$ cat src/rtl/rqs_pkg.sv
// ----------------------------------------------------------------------------
// rqs_pkg
// Types and constants shared by the ready-queue scheduler modules.
// ----------------------------------------------------------------------------
package rqs_pkg;

    localparam int QUEUE_DEPTH = 16;
    localparam int IDX_W       = (QUEUE_DEPTH > 1) ? $clog2(QUEUE_DEPTH) : 1;
    localparam int CNT_W       = $clog2(QUEUE_DEPTH + 1);
    localparam int QCNT_W      = 5;

    localparam logic FUNC_ARRIVAL  = 1'b0;
    localparam logic FUNC_COMPLETE = 1'b1;

    localparam logic POLICY_PRIORITY = 1'b0;
    localparam logic POLICY_SRTF     = 1'b1;

    typedef struct packed {
        logic        func;
        logic [15:0] proc_id;
        logic [15:0] arrival_time;
        logic [15:0] burst_time;
        logic [7:0]  priority_req;
        logic [15:0] timestamp;
        logic [15:0] running_remaining;
    } t_req;

    typedef struct packed {
        logic              valid_res;
        logic [15:0]       out_pid;
        logic [15:0]       out_arrival;
        logic [15:0]       out_burst;
        logic [7:0]        out_priority;
        logic [15:0]       start_time;
        logic [16:0]       end_time;
        logic [15:0]       remaining;
        logic [QCNT_W-1:0] queue_count;
        logic              dropped;
    } t_res;

    typedef struct packed {
        logic [15:0] pid;
        logic [15:0] arrival;
        logic [15:0] burst;
        logic [15:0] remaining;
        logic [7:0]  priority_lvl;
    } t_slot;

    typedef struct packed {
        logic             wr_en;
        logic [IDX_W-1:0] wr_idx;
        logic             clr_en;
        logic [IDX_W-1:0] clr_idx;
        logic [IDX_W-1:0] rd_idx;
    } t_tbl_req;

    typedef struct packed {
        logic             full;
        logic [IDX_W-1:0] free_idx;
        logic [CNT_W-1:0] count;
    } t_tbl_stat;

endpackage

$ cat src/rtl/preemptive_ready_queue_scheduler.sv
// ----------------------------------------------------------------------------
// preemptive_ready_queue_scheduler
// Preemptive priority / shortest-remaining-time-first process scheduler.
// ----------------------------------------------------------------------------
// One event at a time. An arrival passes the arrive and finish states to
// the result register. A completion steps one compare unit over every table
// slot, one slot per clock through the table's read port, then drains,
// completes and finishes. The next event is taken once the result is in the
// output register, while that result still waits for its transfer.
// ----------------------------------------------------------------------------
module preemptive_ready_queue_scheduler (
    input  logic          i_clk,
    input  logic          i_rst_n,
    input  logic          i_in_valid,
    output logic          o_in_stall,
    input  rqs_pkg::t_req i_in_req,
    output logic          o_out_valid,
    input  logic          i_out_stall,
    output rqs_pkg::t_res o_out_res,
    input  logic          i_cfg_valid,
    output logic          o_cfg_ready,
    input  logic          i_cfg_data
);

    logic                r_policy;
    rqs_pkg::t_tbl_req   tbl_req;
    rqs_pkg::t_tbl_stat  tbl_stat;
    rqs_pkg::t_slot      wr_data;
    rqs_pkg::t_slot      rd_data;
    logic                rd_vld;

    assign o_cfg_ready = 1'b1;

    always_ff @(posedge i_clk) begin
        if (!i_rst_n) begin
            r_policy <= rqs_pkg::POLICY_PRIORITY;
        end else if (i_cfg_valid && o_cfg_ready) begin
            r_policy <= i_cfg_data;
        end
    end

    rqs_table u_table (
        .i_clk     (i_clk),
        .i_rst_n   (i_rst_n),
        .i_req     (tbl_req),
        .i_wr_data (wr_data),
        .o_rd_data (rd_data),
        .o_rd_vld  (rd_vld),
        .o_stat    (tbl_stat)
    );

    rqs_core u_core (
        .i_clk       (i_clk),
        .i_rst_n     (i_rst_n),
        .i_policy    (r_policy),
        .i_in_valid  (i_in_valid),
        .o_in_stall  (o_in_stall),
        .i_in_req    (i_in_req),
        .o_out_valid (o_out_valid),
        .i_out_stall (i_out_stall),
        .o_out_res   (o_out_res),
        .o_tbl_req   (tbl_req),
        .o_wr_data   (wr_data),
        .i_tbl_stat  (tbl_stat),
        .i_rd_data   (rd_data),
        .i_rd_vld    (rd_vld)
    );

    a_busy_after_transfer: assert property (@(posedge i_clk) disable iff (!i_rst_n)
        (i_in_valid && !o_in_stall) |=> o_in_stall)
        else $error("input transfer not followed by busy");

    a_null_result_zero: assert property (@(posedge i_clk) disable iff (!i_rst_n)
        (o_out_valid && !o_out_res.valid_res) |->
        (o_out_res.out_pid == '0 && o_out_res.remaining == '0 && o_out_res.end_time == '0))
        else $error("idle result carries process data");

    a_drop_only_when_full: assert property (@(posedge i_clk) disable iff (!i_rst_n)
        (o_out_valid && o_out_res.dropped) |->
        (o_out_res.queue_count == rqs_pkg::QCNT_W'(rqs_pkg::QUEUE_DEPTH)))
        else $error("drop flagged with free slots");

    a_count_matches_table: assert property (@(posedge i_clk) disable iff (!i_rst_n)
        (tbl_stat.full) |-> (tbl_stat.count == rqs_pkg::CNT_W'(rqs_pkg::QUEUE_DEPTH)))
        else $error("table count out of step with valid bits");

endmodule

$ cat src/rtl/rqs_table.sv
// ----------------------------------------------------------------------------
// rqs_table
// Ready table: slot memory with registered read, per-slot valid bits,
// occupancy count and lowest free slot.
// ----------------------------------------------------------------------------
module rqs_table (
    input  logic               i_clk,
    input  logic               i_rst_n,
    input  rqs_pkg::t_tbl_req  i_req,
    input  rqs_pkg::t_slot     i_wr_data,
    output rqs_pkg::t_slot     o_rd_data,
    output logic               o_rd_vld,
    output rqs_pkg::t_tbl_stat o_stat
);

    rqs_pkg::t_slot                    r_mem [rqs_pkg::QUEUE_DEPTH];
    rqs_pkg::t_slot                    r_rd_data;
    logic                              r_rd_vld;
    logic [rqs_pkg::QUEUE_DEPTH-1:0]   r_valid;
    logic [rqs_pkg::QUEUE_DEPTH-1:0]   n_valid;
    logic [rqs_pkg::CNT_W-1:0]         r_count;
    logic [rqs_pkg::CNT_W-1:0]         n_count;
    logic [rqs_pkg::IDX_W-1:0]         free_idx;

    always_ff @(posedge i_clk) begin
        if (i_req.wr_en) begin
            r_mem[i_req.wr_idx] <= i_wr_data;
        end
        r_rd_data <= r_mem[i_req.rd_idx];
    end

    always_comb begin
        n_valid = r_valid;
        n_count = r_count;
        if (i_req.wr_en) begin
            n_valid[i_req.wr_idx] = 1'b1;
            n_count = r_count + 1'b1;
        end
        if (i_req.clr_en) begin
            n_valid[i_req.clr_idx] = 1'b0;
            n_count = r_count - 1'b1;
        end
    end

    always_ff @(posedge i_clk) begin
        if (!i_rst_n) begin
            r_valid  <= '0;
            r_count  <= '0;
            r_rd_vld <= 1'b0;
        end else begin
            r_valid  <= n_valid;
            r_count  <= n_count;
            r_rd_vld <= r_valid[i_req.rd_idx];
        end
    end

    always_comb begin
        free_idx = '0;
        for (int i = rqs_pkg::QUEUE_DEPTH - 1; i >= 0; i--) begin
            if (!r_valid[i]) begin
                free_idx = rqs_pkg::IDX_W'(i);
            end
        end
    end

    assign o_rd_data       = r_rd_data;
    assign o_rd_vld        = r_rd_vld;
    assign o_stat.full     = &r_valid;
    assign o_stat.free_idx = free_idx;
    assign o_stat.count    = r_count;

endmodule

$ cat src/rtl/rqs_core.sv
// ----------------------------------------------------------------------------
// rqs_core
// Scheduling sequencer: running process registers, one shared key compare
// stepped over the table on completion, result register.
// ----------------------------------------------------------------------------
module rqs_core (
    input  logic               i_clk,
    input  logic               i_rst_n,
    input  logic               i_policy,
    input  logic               i_in_valid,
    output logic               o_in_stall,
    input  rqs_pkg::t_req      i_in_req,
    output logic               o_out_valid,
    input  logic               i_out_stall,
    output rqs_pkg::t_res      o_out_res,
    output rqs_pkg::t_tbl_req  o_tbl_req,
    output rqs_pkg::t_slot     o_wr_data,
    input  rqs_pkg::t_tbl_stat i_tbl_stat,
    input  rqs_pkg::t_slot     i_rd_data,
    input  logic               i_rd_vld
);

    typedef enum logic [5:0] {
        S_IDLE   = 6'b000001,
        S_ARRIVE = 6'b000010,
        S_SCAN   = 6'b000100,
        S_DRAIN  = 6'b001000,
        S_CPL    = 6'b010000,
        S_FIN    = 6'b100000
    } t_state;

    typedef struct packed {
        logic        vld;
        logic [15:0] pid;
        logic [15:0] arrival;
        logic [15:0] burst;
        logic [7:0]  priority_lvl;
        logic [15:0] start;
        logic [16:0] end_t;
    } t_run;

    t_state                    r_state, n_state;
    rqs_pkg::t_req             r_item, n_item;
    t_run                      r_run, n_run;
    logic [rqs_pkg::IDX_W-1:0] r_cnt, n_cnt;
    logic                      r_cmp_en, n_cmp_en;
    logic [rqs_pkg::IDX_W-1:0] r_cmp_idx, n_cmp_idx;
    logic                      r_best_found, n_best_found;
    logic [rqs_pkg::IDX_W-1:0] r_best_idx, n_best_idx;
    logic [15:0]               r_best_key, n_best_key;
    rqs_pkg::t_slot            r_best, n_best;
    rqs_pkg::t_res             r_pend, n_pend;
    logic                      r_out_valid, n_out_valid;
    rqs_pkg::t_res             r_out_res, n_out_res;

    logic                      in_xfer;
    logic                      null_proc;
    logic                      preempt;
    logic                      dropped;
    logic [15:0]               rem_out;
    logic [15:0]               cmp_key;
    logic                      better;
    logic [rqs_pkg::CNT_W-1:0] count_next;

    assign in_xfer   = i_in_valid && (r_state == S_IDLE);
    assign null_proc = (r_item.proc_id == '0) && (r_item.arrival_time == '0)
                    && (r_item.burst_time == '0) && (r_item.priority_req == '0);
    assign preempt   = (i_policy == rqs_pkg::POLICY_SRTF)
                     ? (r_item.burst_time <= r_item.running_remaining)
                     : (r_item.priority_req < r_run.priority_lvl);

    // shared compare unit
    assign cmp_key = (i_policy == rqs_pkg::POLICY_SRTF)
                   ? i_rd_data.remaining : {8'd0, i_rd_data.priority_lvl};
    assign better  = r_cmp_en && i_rd_vld && (!r_best_found || (cmp_key < r_best_key));

    always_comb begin
        n_state      = r_state;
        n_item       = r_item;
        n_run        = r_run;
        n_cnt        = r_cnt;
        n_cmp_en     = 1'b0;
        n_cmp_idx    = r_cmp_idx;
        n_best_found = r_best_found;
        n_best_idx   = r_best_idx;
        n_best_key   = r_best_key;
        n_best       = r_best;
        n_pend       = r_pend;
        n_out_valid  = r_out_valid && i_out_stall;
        n_out_res    = r_out_res;
        dropped      = 1'b0;
        rem_out      = r_item.running_remaining;
        o_tbl_req    = '0;
        o_wr_data    = '0;

        if (better) begin
            n_best_found = 1'b1;
            n_best_idx   = r_cmp_idx;
            n_best_key   = cmp_key;
            n_best       = i_rd_data;
        end

        unique case (r_state)
            S_IDLE: begin
                if (in_xfer) begin
                    n_item       = i_in_req;
                    n_cnt        = '0;
                    n_best_found = 1'b0;
                    n_state      = (i_in_req.func == rqs_pkg::FUNC_COMPLETE)
                                 ? S_SCAN : S_ARRIVE;
                end
            end
            S_ARRIVE: begin
                if (!null_proc) begin
                    if (!r_run.vld || preempt) begin
                        if (r_run.vld) begin
                            o_tbl_req.wr_en        = !i_tbl_stat.full;
                            o_wr_data.pid          = r_run.pid;
                            o_wr_data.arrival      = r_run.arrival;
                            o_wr_data.burst        = r_run.burst;
                            o_wr_data.priority_lvl = r_run.priority_lvl;
                            o_wr_data.remaining    = (i_policy == rqs_pkg::POLICY_SRTF)
                                                   ? r_run.burst
                                                   : r_item.running_remaining;
                            dropped                = i_tbl_stat.full;
                        end
                        n_run.vld          = 1'b1;
                        n_run.pid          = r_item.proc_id;
                        n_run.arrival      = r_item.arrival_time;
                        n_run.burst        = r_item.burst_time;
                        n_run.priority_lvl = r_item.priority_req;
                        n_run.start        = r_item.timestamp;
                        n_run.end_t        = {1'b0, r_item.timestamp}
                                           + {1'b0, r_item.burst_time};
                        rem_out            = r_item.burst_time;
                    end else begin
                        o_tbl_req.wr_en        = !i_tbl_stat.full;
                        o_wr_data.pid          = r_item.proc_id;
                        o_wr_data.arrival      = r_item.arrival_time;
                        o_wr_data.burst        = r_item.burst_time;
                        o_wr_data.priority_lvl = r_item.priority_req;
                        o_wr_data.remaining    = r_item.burst_time;
                        dropped                = i_tbl_stat.full;
                    end
                end
                o_tbl_req.wr_idx = i_tbl_stat.free_idx;
                n_state          = S_FIN;
            end
            S_SCAN: begin
                o_tbl_req.rd_idx = r_cnt;
                n_cmp_en         = 1'b1;
                n_cmp_idx        = r_cnt;
                if (r_cnt == rqs_pkg::IDX_W'(rqs_pkg::QUEUE_DEPTH - 1)) begin
                    n_state = S_DRAIN;
                end else begin
                    n_cnt = r_cnt + 1'b1;
                end
            end
            S_DRAIN: begin
                n_state = S_CPL;
            end
            S_CPL: begin
                if (r_best_found) begin
                    o_tbl_req.clr_en   = 1'b1;
                    o_tbl_req.clr_idx  = r_best_idx;
                    n_run.vld          = 1'b1;
                    n_run.pid          = r_best.pid;
                    n_run.arrival      = r_best.arrival;
                    n_run.burst        = r_best.burst;
                    n_run.priority_lvl = r_best.priority_lvl;
                    n_run.start        = r_item.timestamp;
                    n_run.end_t        = {1'b0, r_item.timestamp} + {1'b0, r_best.remaining};
                    rem_out            = r_best.remaining;
                end else begin
                    n_run = '0;
                end
                n_state = S_FIN;
            end
            S_FIN: begin
                if (!r_out_valid || !i_out_stall) begin
                    n_out_valid = 1'b1;
                    n_out_res   = r_pend;
                    n_state     = S_IDLE;
                end
            end
            default: begin
                n_state = S_IDLE;
            end
        endcase

        count_next = i_tbl_stat.count;
        if (o_tbl_req.wr_en) begin
            count_next = i_tbl_stat.count + 1'b1;
        end
        if (o_tbl_req.clr_en) begin
            count_next = i_tbl_stat.count - 1'b1;
        end

        if ((r_state == S_ARRIVE) || (r_state == S_CPL)) begin
            n_pend = '0;
            if (n_run.vld) begin
                n_pend.valid_res    = 1'b1;
                n_pend.out_pid      = n_run.pid;
                n_pend.out_arrival  = n_run.arrival;
                n_pend.out_burst    = n_run.burst;
                n_pend.out_priority = n_run.priority_lvl;
                n_pend.start_time   = n_run.start;
                n_pend.end_time     = n_run.end_t;
                n_pend.remaining    = rem_out;
            end
            n_pend.queue_count = rqs_pkg::QCNT_W'(count_next);
            n_pend.dropped     = dropped;
        end
    end

    always_ff @(posedge i_clk) begin
        if (!i_rst_n) begin
            r_state      <= S_IDLE;
            r_run        <= '0;
            r_cmp_en     <= 1'b0;
            r_best_found <= 1'b0;
            r_out_valid  <= 1'b0;
        end else begin
            r_state      <= n_state;
            r_run        <= n_run;
            r_cmp_en     <= n_cmp_en;
            r_best_found <= n_best_found;
            r_out_valid  <= n_out_valid;
        end
    end

    always_ff @(posedge i_clk) begin
        r_item     <= n_item;
        r_cnt      <= n_cnt;
        r_cmp_idx  <= n_cmp_idx;
        r_best_idx <= n_best_idx;
        r_best_key <= n_best_key;
        r_best     <= n_best;
        r_pend     <= n_pend;
        r_out_res  <= n_out_res;
    end

    assign o_in_stall  = (r_state != S_IDLE);
    assign o_out_valid = r_out_valid;
    assign o_out_res   = r_out_res;

endmodule
$ cat config.mk
export PLATFORM = sky130hd
export DESIGN_NAME = preemptive_ready_queue_scheduler
export DESIGN_NICKNAME = d
export VERILOG_FILES = /design/src/rtl/rqs_pkg.sv /design/src/rtl/preemptive_ready_queue_scheduler.sv /design/src/rtl/rqs_table.sv /design/src/rtl/rqs_core.sv
export SDC_FILE = /design/constraint.sdc
export NUM_CORES = 2
export LEC_CHECK = 0
export ABC_CLOCK_PERIOD_IN_PS = 14800
export CAP_MARGIN = 30
export CORE_UTILIZATION = 68
export DETAILED_ROUTE_END_ITERATION = 12
export DONT_BUFFER_PORTS = 1
export PLACE_DENSITY = 0.84
export SYNTH_ARGS = -nofsm -noshare
export SYNTH_HDL_FRONTEND = slang
export SYNTH_SLANG_ARGS = --single-unit
$ cat constraint.sdc
create_clock -name i_clk -period 14.8 [get_ports i_clk]
set_input_delay 2.96 -clock i_clk [delete_from_list [all_inputs] [get_ports i_clk]]
set_output_delay 2.96 -clock i_clk [all_outputs]
set_load 0.05 [all_outputs]
==> metrics.cfg <==
[logic_synthesis]
ys_warn_count=0
syn_area_sq_um=68600
synth_cell_type_count=80
syn_nets=4000
syn_avg_cell_area_sq_um=17.9
synthCells=3830
synthArstFlopShare_pct=0
synth-seq-cells=1758
synth_flop_cell=edfxtp_1
seq_area_frac_synth_pct=74.1
synth_edf_count=1564

[timing]
fin_crit_ns=5.17
fmax_ghz=0.193
rsz0062_at_grt=false
slew_headroom_pct=-1.59
final_max_slew_viol_count=2
fin_crit_sh_pct=35.0
final.setup.tns_ns=0
hold_viol=0
finalSetupViolations=0
setup_ws_ns=9.63
worst_slew_pin_slew_ns=1.51
finalClockSkew_ns=0.0607

[drt]
vias_per_cell=7.50
drc_errors=0
postRouteAntennaNets=0
wl_per_cell_microns=35.7
routed_wl_microns=192000
drt-initial-drc-count=7423
dr.pass1.iters=8
dr_total_vias=40400

[final_layout]
fin_nets=4096
drive_gt1_share_pct=21.2
syn2layout_area_growth_pct=10.7

[cts]
cts_root_buf=clkbuf_16
h-tree-depth=4
clock-sinks=1758
cts_tree=built
ctsHoldBuffers=0
clk_pin_slew_ns=0.07
insertion_delay_ns=0.81
ctsResizeCount=0
clock_path_buffers=3
post-cts-setup-buffers=0
cts_inserted_buffers=162

[power_and_ir_drop]
powerDensity_nw_per_um2=142
total_power_mw=10.8
peakVddDrop_mv=0.122
leakage_nw=27.4

[setup_path]
path_common_cell=buf_4
critical_path_required_ns=15.30
cpPeakStageDelay_ns=0.88
path_class=flop to flop
cp-start-kind=flop
crit_fanout=33
path_cells=nor4_1 -> nand4_1 -> or4_4 -> and2_4 -> o21ai_4 -> buf_4 -> buf_4 -> mux2i_1 -> a21oi_1
r2r_slack_ns=9.63
cp-end-kind=flop
crit_slowest_cell=nor4_1
r2r-start=u_core.r_item[65]
arrival_ns=5.67
reg2reg_to=u_core.r_pend[62]
reg2reg_depth=9

[flow_run]
max_cap_viol_count=1

[place]
pre_cts_slack_ns=9.86
globalplace.congestion=0.899
dp_hpwl_microns=96400
io_buffers=0

[min_path]
holdPathStages=0
holdPathEnd=u_core.r_best[60]
worstHoldStart=u_table.o_rd_data[60]
hp-class=flop to flop

[grt]
grt_util_met2_pct=56.9
met1_usage_pct=48.7
use_met3_pct=11.4
antenna_found_initial=32
top_usage_layer=met2
grt_overflow=0
grt_max_degree=155
grt_pass1_vias=39300
grt_usage_pct=37.1
grt_pass1_wl_microns=269000

[floorplan]
dieArea_sq_um=102000
core_region_area_sq_um=100000
io_pins=210
die_x_microns=320
fp-row-count=116
die_y_microns=320
initial_core_util_pct=68.6

[status]
violations=max-capacitance violations, max-slew violations
status=finished with violations

==> worst max-delay path by stage <==
stage	to	slack, ns	startpoint
after floorplan	u_core.r_best[0]	4.74	r_policy
after global placement	u_core.r_item[17]	9.92	i_in_valid
after detailed placement	u_core.r_item[41]	9.86	i_in_valid
after CTS	u_table.r_mem[13][7]	9.83	u_core.r_item[54]
after global routing	u_core.r_pend[62]	9.64	u_core.r_item[62]
final	u_core.r_pend[62]	9.63	u_core.r_item[65]
==> metal layers <==
layer	wire (microns)	up-vias	part of all wire, %
met4	10600	12	5.5
met3	29800	874	15
met5	80	-	0.042
met2	89400	4295	46
li1	-	15400	-
met1	62400	19800	32
==> cells in the final DEF (no fill, tap or decap), types with 57 or more instances in the layout <==
cell | synthesis | layout
a21oi_1 | 252 | 251
buf_4 | 2 | 128
clkbuf_16 | 0 | 164
dfxtp_1 | 194 | 193
edfxtp_1 | 1564 | 1564
ha_1 | 73 | 73
inv_1 | 58 | 57
mux2_2 | 83 | 83
mux2i_1 | 120 | 120
mux4_2 | 290 | 290
nand2_1 | 281 | 278
nand3_1 | 96 | 95
nor2_1 | 80 | 63
o21ai_0 | 132 | 132
==> metrics by stage <==
step / hold WS (ns) / utilization (%) / cells / instance area (sq um)
6_report: 0.404 / 75.9 / 5385 / 75900
5_1_grt: 0.406 / 75.9 / 5371 / 75900
4_1_cts: 0.404 / 75.5 / 5324 / 75500
3_5_place_dp: 0.389 / 70.2 / 5026 / 70200
3_3_place_gp: 0.387 / 70.0 / 5005 / 70000
2_1_floorplan: 0.386 / - / 3830 / 68600
==> critical path: cells and delay by family, from the launching register on <==
| family | cells | cell delay, ns |
|---|---|---|
| mux | 1 | 0.46 |
| compound gates | 2 | 0.20 |
| flops | 1 | 0.47 |
| simple gates | 4 | 2.47 |
| buf+inv | 2 | 1.16 |
==> report_power, final <==
group	internal (mW)	leakage, nW	switching [mW]	total [mW]
sequential	5.46	18.0	0.118	5.58
combinational	0.320	6.85	0.631	0.950
clock	2.37	2.59	1.88	4.25
==> kinds of logic (layout without fill, tap and decap cells) <==
kind of cell | count (synthesis) | count (layout) | synth area share [%]
multiplexers | 495 | 495 | 12.7
adder cells (fa/ha/maj) | 75 | 75 | 1.39
AO/OA/AOI/OAI | 548 | 548 | 4.76
buffers and inverters | 265 | 495 | 1.90
AND/OR/NAND/NOR | 662 | 662 | 4.81
XOR/XNOR | 26 | 26 | 0.332
other | 1 | 28 | 0.00547
flip-flops | 1758 | 1758 | 74.1
==> final cells by class <==
class	count	area, sq um
Clock buffer	215	4420
Tap cell	1298	1620
Multi-Input combinational cell	1807	16700
Clock inverter	83	876
Fill cell	4958	24100
Antenna cell	27	67.6
Sequential cell	1758	50900
Timing Repair Buffer	137	1180
Inverter	60	234
==> cells in the mapped netlist (48+ instances only) <==
| library cell | count | area (sq um) |
|---|---|---|
| a21oi_1 | 252 | 1260 |
| nand3_1 | 96 | 480 |
| and2_1 | 54 | 338 |
| mux4_2 | 290 | 6530 |
| edfxtp_1 | 1564 | 47000 |
| nand2_1 | 281 | 1050 |
| mux2_2 | 83 | 935 |
| clkbuf_1 | 101 | 379 |
| inv_1 | 58 | 218 |
| nor2_1 | 80 | 300 |
| o21ai_0 | 132 | 661 |
| buf_2 | 48 | 240 |
| dfxtp_1 | 194 | 3880 |
| mux2i_1 | 120 | 1200 |
| ha_1 | 73 | 913 |
==> sequential cells by signal, indices dropped and copies added, names as in the netlist, 4 cells and up <==
name and cells:
u_core.r_item 88, u_table.o_rd_data 72, u_table.r_count 5, u_core.r_cnt 4, u_table.r_mem 1152, u_core.r_best 72, u_table.r_valid 16, u_core.o_out_res 112
u_core.r_cmp_idx 4, u_core.r_state 6, u_core.r_run 90, u_core.r_best_idx 4, u_core.r_pend 112, u_core.r_best_key 16
(Power assumes the default switching activity.)
